`src/rtl/core/mpfd_pkg.sv`:
```
// Shared constants, command codes and controller/datapath interface types
// for the monochrome page frame store drawing block. No dependencies.
package mpfd_pkg;

    localparam int COLUMNS = 128;
    localparam int PAGES   = 8;
    localparam int DEPTH   = COLUMNS * PAGES;
    localparam int ADDR_W  = $clog2(DEPTH);

    localparam logic [2:0] MODE_SET   = 3'd0;
    localparam logic [2:0] MODE_CLR   = 3'd1;
    localparam logic [2:0] MODE_LINE  = 3'd2;
    localparam logic [2:0] MODE_CIRC  = 3'd3;
    localparam logic [2:0] MODE_WIPE  = 3'd4;
    localparam logic [2:0] MODE_READ  = 3'd5;

    // point source for a pixel read-modify-write
    localparam logic [1:0] SRC_IN  = 2'd0;
    localparam logic [1:0] SRC_LV  = 2'd1;
    localparam logic [1:0] SRC_LH  = 2'd2;
    localparam logic [1:0] SRC_CIR = 2'd3;

    typedef struct packed {
        logic       cap;        // capture the input item
        logic       clr_init;   // restart the wipe sweep
        logic       clr_step;   // write zero, advance sweep
        logic       lv_init;    // start vertical run
        logic       lh_init;    // start horizontal run
        logic       line_step;  // advance run index
        logic       cir_init;   // load a, b and squares
        logic       cir_pt;     // advance octant index
        logic       cir_step;   // advance a or b
        logic       pt_rd;      // latch point, read its byte
        logic [1:0] pt_src;
        logic       pt_on;      // set (1) or clear (0)
        logic       pt_wr;      // write modified byte
        logic       byte_rd;    // read byte for a read command
        logic       out_load;   // load output register
    } t_cmd;

    typedef struct packed {
        logic [2:0] mode;
        logic       clr_last;
        logic       line_done;
        logic       cir_zero;
        logic       cir_cont;
        logic       cir_k_last;
        logic       cir_break;
        logic       out_free;
    } t_stat;

endpackage

```
`src/rtl/core/mpfd_ctrl.sv`:
```
// Controller state machine for the frame store drawing block.
// Depends on mpfd_pkg; drives t_cmd to mpfd_dp and reads t_stat back.
module mpfd_ctrl (
    input  logic            i_clk,
    input  logic            i_rst_n,
    input  logic            i_s_tvalid,
    output logic            o_s_tready,
    input  mpfd_pkg::t_stat i_stat,
    output mpfd_pkg::t_cmd  o_cmd
);
    import mpfd_pkg::*;

    localparam logic [3:0] S_CLR   = 4'd0;
    localparam logic [3:0] S_IDLE  = 4'd1;
    localparam logic [3:0] S_DISP  = 4'd2;
    localparam logic [3:0] S_PWR   = 4'd3;
    localparam logic [3:0] S_LV    = 4'd4;
    localparam logic [3:0] S_LH    = 4'd5;
    localparam logic [3:0] S_CCHK  = 4'd6;
    localparam logic [3:0] S_CPT   = 4'd7;
    localparam logic [3:0] S_CSTEP = 4'd8;
    localparam logic [3:0] S_RWAIT = 4'd9;

    logic [3:0] r_state, n_state;
    logic [3:0] r_ret, n_ret;

    always_ff @(posedge i_clk) begin
        if (!i_rst_n) begin
            r_state <= S_CLR;
            r_ret   <= S_IDLE;
        end else begin
            r_state <= n_state;
            r_ret   <= n_ret;
        end
    end

    assign o_s_tready = (r_state == S_IDLE);

    always_comb begin
        n_state = r_state;
        n_ret   = r_ret;
        o_cmd   = '0;
        case (r_state)
            S_CLR: begin
                o_cmd.clr_step = 1'b1;
                if (i_stat.clr_last) n_state = S_IDLE;
            end
            S_IDLE: begin
                if (i_s_tvalid) begin
                    o_cmd.cap = 1'b1;
                    n_state   = S_DISP;
                end
            end
            S_DISP: begin
                case (i_stat.mode)
                    MODE_SET, MODE_CLR: begin
                        o_cmd.pt_rd  = 1'b1;
                        o_cmd.pt_src = SRC_IN;
                        o_cmd.pt_on  = (i_stat.mode == MODE_SET);
                        n_ret        = S_IDLE;
                        n_state      = S_PWR;
                    end
                    MODE_LINE: begin
                        o_cmd.lv_init = 1'b1;
                        n_state       = S_LV;
                    end
                    MODE_CIRC: begin
                        o_cmd.cir_init = 1'b1;
                        n_state        = S_CCHK;
                    end
                    MODE_WIPE: begin
                        o_cmd.clr_init = 1'b1;
                        n_state        = S_CLR;
                    end
                    MODE_READ: begin
                        o_cmd.byte_rd = 1'b1;
                        n_state       = S_RWAIT;
                    end
                    default: n_state = S_IDLE;
                endcase
            end
            S_PWR: begin
                o_cmd.pt_wr = 1'b1;
                n_state     = r_ret;
            end
            S_LV: begin
                if (i_stat.line_done) begin
                    o_cmd.lh_init = 1'b1;
                    n_state       = S_LH;
                end else begin
                    o_cmd.pt_rd     = 1'b1;
                    o_cmd.pt_src    = SRC_LV;
                    o_cmd.pt_on     = 1'b1;
                    o_cmd.line_step = 1'b1;
                    n_ret           = S_LV;
                    n_state         = S_PWR;
                end
            end
            S_LH: begin
                if (i_stat.line_done) begin
                    n_state = S_IDLE;
                end else begin
                    o_cmd.pt_rd     = 1'b1;
                    o_cmd.pt_src    = SRC_LH;
                    o_cmd.pt_on     = 1'b1;
                    o_cmd.line_step = 1'b1;
                    n_ret           = S_LH;
                    n_state         = S_PWR;
                end
            end
            S_CCHK: begin
                if (i_stat.cir_zero) begin
                    o_cmd.pt_rd  = 1'b1;
                    o_cmd.pt_src = SRC_IN;
                    o_cmd.pt_on  = 1'b1;
                    n_ret        = S_IDLE;
                    n_state      = S_PWR;
                end else if (i_stat.cir_cont) begin
                    n_state = S_CPT;
                end else begin
                    n_state = S_IDLE;
                end
            end
            S_CPT: begin
                o_cmd.pt_rd  = 1'b1;
                o_cmd.pt_src = SRC_CIR;
                o_cmd.pt_on  = 1'b1;
                o_cmd.cir_pt = 1'b1;
                n_ret        = i_stat.cir_k_last ? S_CSTEP : S_CPT;
                n_state      = S_PWR;
            end
            S_CSTEP: begin
                o_cmd.cir_step = 1'b1;
                n_state        = i_stat.cir_break ? S_IDLE : S_CCHK;
            end
            S_RWAIT: begin
                // hold the byte until the output register frees up
                if (i_stat.out_free) begin
                    o_cmd.out_load = 1'b1;
                    n_state        = S_IDLE;
                end
            end
            default: n_state = S_IDLE;
        endcase
    end

endmodule

```
`config.mk`:
```
export PLATFORM = sky130hd
export DESIGN_NAME = mpfd_ctrl
export DESIGN_NICKNAME = d
export VERILOG_FILES = /design/src/rtl/core/mpfd_pkg.sv /design/src/rtl/core/mpfd_ctrl.sv
export SDC_FILE = /design/constraint.sdc
export NUM_CORES = 1
export LEC_CHECK = 0
export ABC_AREA = 1
export BUFFER_PORTS_ARGS = -buffer_cell sky130_fd_sc_hd__buf_2
export CAP_MARGIN = 20
export CORE_UTILIZATION = 40
export DETAILED_ROUTE_END_ITERATION = 16
export PLACE_DENSITY = 0.8
export SYNTH_ARGS = -nofsm -noshare
export SYNTH_HDL_FRONTEND = slang
export SYNTH_SLANG_ARGS = --single-unit
```
`constraint.sdc`:
```
create_clock -name i_clk -period 2.3 [get_ports i_clk]
set_input_delay 0.23 -clock i_clk [delete_from_list [all_inputs] [get_ports i_clk]]
set_output_delay 0.23 -clock i_clk [all_outputs]
set_load 0.005 [all_outputs]
```
==> metrics.md <==
| Metric | Value |
|---|---|
| Cell with the most instances after synthesis | `nand2_1` |
| Crit Path Class | `flip-flop to output pin` |
| Crit. End Element | `output pin` |
| Final setup viols | `0` |
| WL final | `approximately 2000 um` |
| Final hold vios | `0` |
| Die Area | `roughly 0.0020 sq mm` |
| Worst rel slew slack | `~64%` |
| Worst path slowest cell | `dfxtp_1` |
| Most frequent cells after synthesis | `nand2_1 (40), nor2_1 (24), inv_1 (17)` |
| Post-Syn Instances | `130` |
| Design area | `918 sq um` |
| RSZ-0062 raised after global routing | `false` |
| Top cell by count, worst path | `nand2_1` |
| Hold Crit Class | `primary input to flip-flop` |
| Fmax | `around 570 MHz` |
| Ys async rst share | `0%` |
| Worst path required time | `~2100 ps` |
| Post-synthesis net count | `between 100 and 150` |
| Routability Congestion | `approximately 0.86` |
| Clock-pin slew on the worst setup and hold paths | `approximately 50 ps` |
| Tmin final | `~1800 ps` |
| Worst vdd ir | `just over 0.3 mV` |
| Share of cells above drive strength 1 | `between 20% and 30%` |
| Total track usage | `about a quarter` |
| Initial core utilization | `a little under half` |
| Worst Path Buf+Inv | `2` |
| Die width | `44.4 um` |
| CP top delay family | `simple AND/OR/NAND/NOR gates` |
| Distinct cells, synth | `18` |
| Post-synth EDFFs | `0` |
| Total grt overflow | `0` |
| Worst Path Max Fanout | `6` |
| Number of global-route vias before repair | `802` |
| WP data arrival | `1530 ps` |
| Residual DRC | `0` |
| Post-CTS setup repair buffer count | `0` |
| Placed inst area | `approximately 900 sq um` |
| DIE HEIGHT | `about 44 um` |
| Row Count | `14` |
| Yosys warns | `0` |
| Yosys top cell area share | `between 20% and 30%` |
| Largest net degree at the start of global routing | `8` |
| Max Cap Viol | `0` |
| NumNets Final | `approximately 180` |
| Area growth syn-to-layout | `27.4%` |
| CTS Buffer Depth | `2` |
| First-pass GRT wire length | `between 3000 and 4000 um` |
| Yosys reg bits | `8` |
| Slew @ Worst Pin | `537 ps` |
| Slew Viols, Final | `0` |
| First-pass DRT Iterations | `4` |
| Clock Skew | `roughly 3.5 ps` |
| I/O pins | `30` |
| Wire per inst | `10.9 um` |
| Final HPWL DP | `1700 um` |
| Main synth FF type | `dfxtp_1` |
| Port Buffers | `29` |
| Vias/cell | `4.92` |
| H-Tree Depth | `1` |
| Initial antenna violation count | `0` |
| Synth area leaders | `dfxtp_1 (22%), nand2_1 (21%), nor2_1 (13%), inv_1 (8.9%), nand3_1 (5.6%)` |
| CTS root buffer | `clkbuf_4` |
| Antenna cells | `0` |
| Via count | `slightly above 900` |
| Core area | `0.00159 sq mm` |
| Leak pwr | `0.557 nW` |
| Avg Inst Size Synth | `about 5.5 sq um` |
| Critical-path cell list | `inv_1 -> nor2_1 -> nand2_1 -> nand2_1 -> nand2_2 -> o211ai_1 -> buf_2` |
| CTS hold repair buffers | `0` |
| Setup TNS | `0 ps` |
| Yosys top cell by area | `dfxtp_1` |
| CTS tree | `built` |
| Final worst-path cycle share | `76.5%` |
| Clock Latency Late Sink | `between 200 and 300 ps` |
| Slowest stage delay, CP | `420 ps` |
| CTS Buf Count | `3` |
| Post-route ant nets | `0` |
| DR iter-0 viols | `24` |
| Pwr dens | `approximately 400 mW/mm^2` |
| Outcome | `finished clean` |
| Synthesized area | `721 sq um` |
| Sink Count | `8` |
| Part of the Yosys area used for sequential elements | `~22%` |
| Fillers | `166` |
| CTS resizes | `0` |
| CP Launch Type | `flip-flop` |
power breakdown:
group	switching (mW)	internal [mW]	total [mW]
clock network	0.0461	0.0596	0.106
registers	0.00875	0.145	0.154
logic	0.0752	0.0429	0.118
total	0.130	0.248	0.378
cell usage in the layout, fill, tap and decap left out, types with 2 or more instances in the layout:
cell / n
nand2_1: 40
buf_2: 29
nor2_1: 24
inv_1: 17
nand3_1: 8
dfxtp_1: 8
nand2_2: 4
nor2_2: 4
nand4_1: 4
inv_2: 3
nor3_1: 3
o21ai_0: 3
a21oi_1: 3
nand3b_1: 3
clkbuf_4: 3
o211ai_1: 2
final timing paths:
| kind | start | to | slack [ps] | depth (start not counted) |
|---|---|---|---|---|
| setup / recovery | r_state[0] | o_cmd[3] | 540 | 7 |
| hold / removal | i_rst_n | r_ret[0] | 240 | 2 |
| setup reg to reg | r_state[0] | r_ret[2] | 910 | 9 |
| hold reg to reg | r_ret[2] | r_ret[2] | 490 | 2 |
flip-flops by register name, summed over array words and instances, names as in the netlist:
register	flops
r_ret	4
r_state	4
through the flow:
| step | hold WS (ps) | total power, mW | worst slack (ps) | cells | utilization, % |
|---|---|---|---|---|---|
| after floorplan | 315 | 0.229 | 1080 | 130 | - |
| after global placement | 477 | 0.269 | 902 | 183 | 56.2 |
| after detailed placement | 481 | 0.274 | 849 | 183 | 56.2 |
| after CTS | 228 | 0.379 | 575 | 186 | 57.6 |
| after global routing | 230 | 0.407 | 381 | 186 | 57.6 |
| final | 240 | 0.378 | 540 | 186 | 57.6 |
layer usage:
layer	global-route usage, %	vias up	wire [um]
met5	0	-	0
met2	38.5	27	941
met1	31.1	409	979
met4	9.09	0	27
li1	-	475	-
met3	2.45	5	74
cell type report:
class / count / area, sq um / share of cell area (%)
Tap cell: 24 / 30.0 / 3.27
Multi-Input combinational cell: 102 / 485 / 52.9
Timing Repair Buffer: 29 / 145 / 15.8
Inverter: 20 / 75.1 / 8.17
Sequential cell: 8 / 160 / 17.4
Clock buffer: 3 / 22.5 / 2.45
kinds of logic after synthesis:
| logic type | synth area share [%] |
|---|---|
| AND/OR/NAND/NOR | 61.1 |
| buffers and inverters | 10.4 |
| flip-flops | 22.2 |
| AO/OA/AOI/OAI | 6.25 |
(Power assumes the default switching activity.)
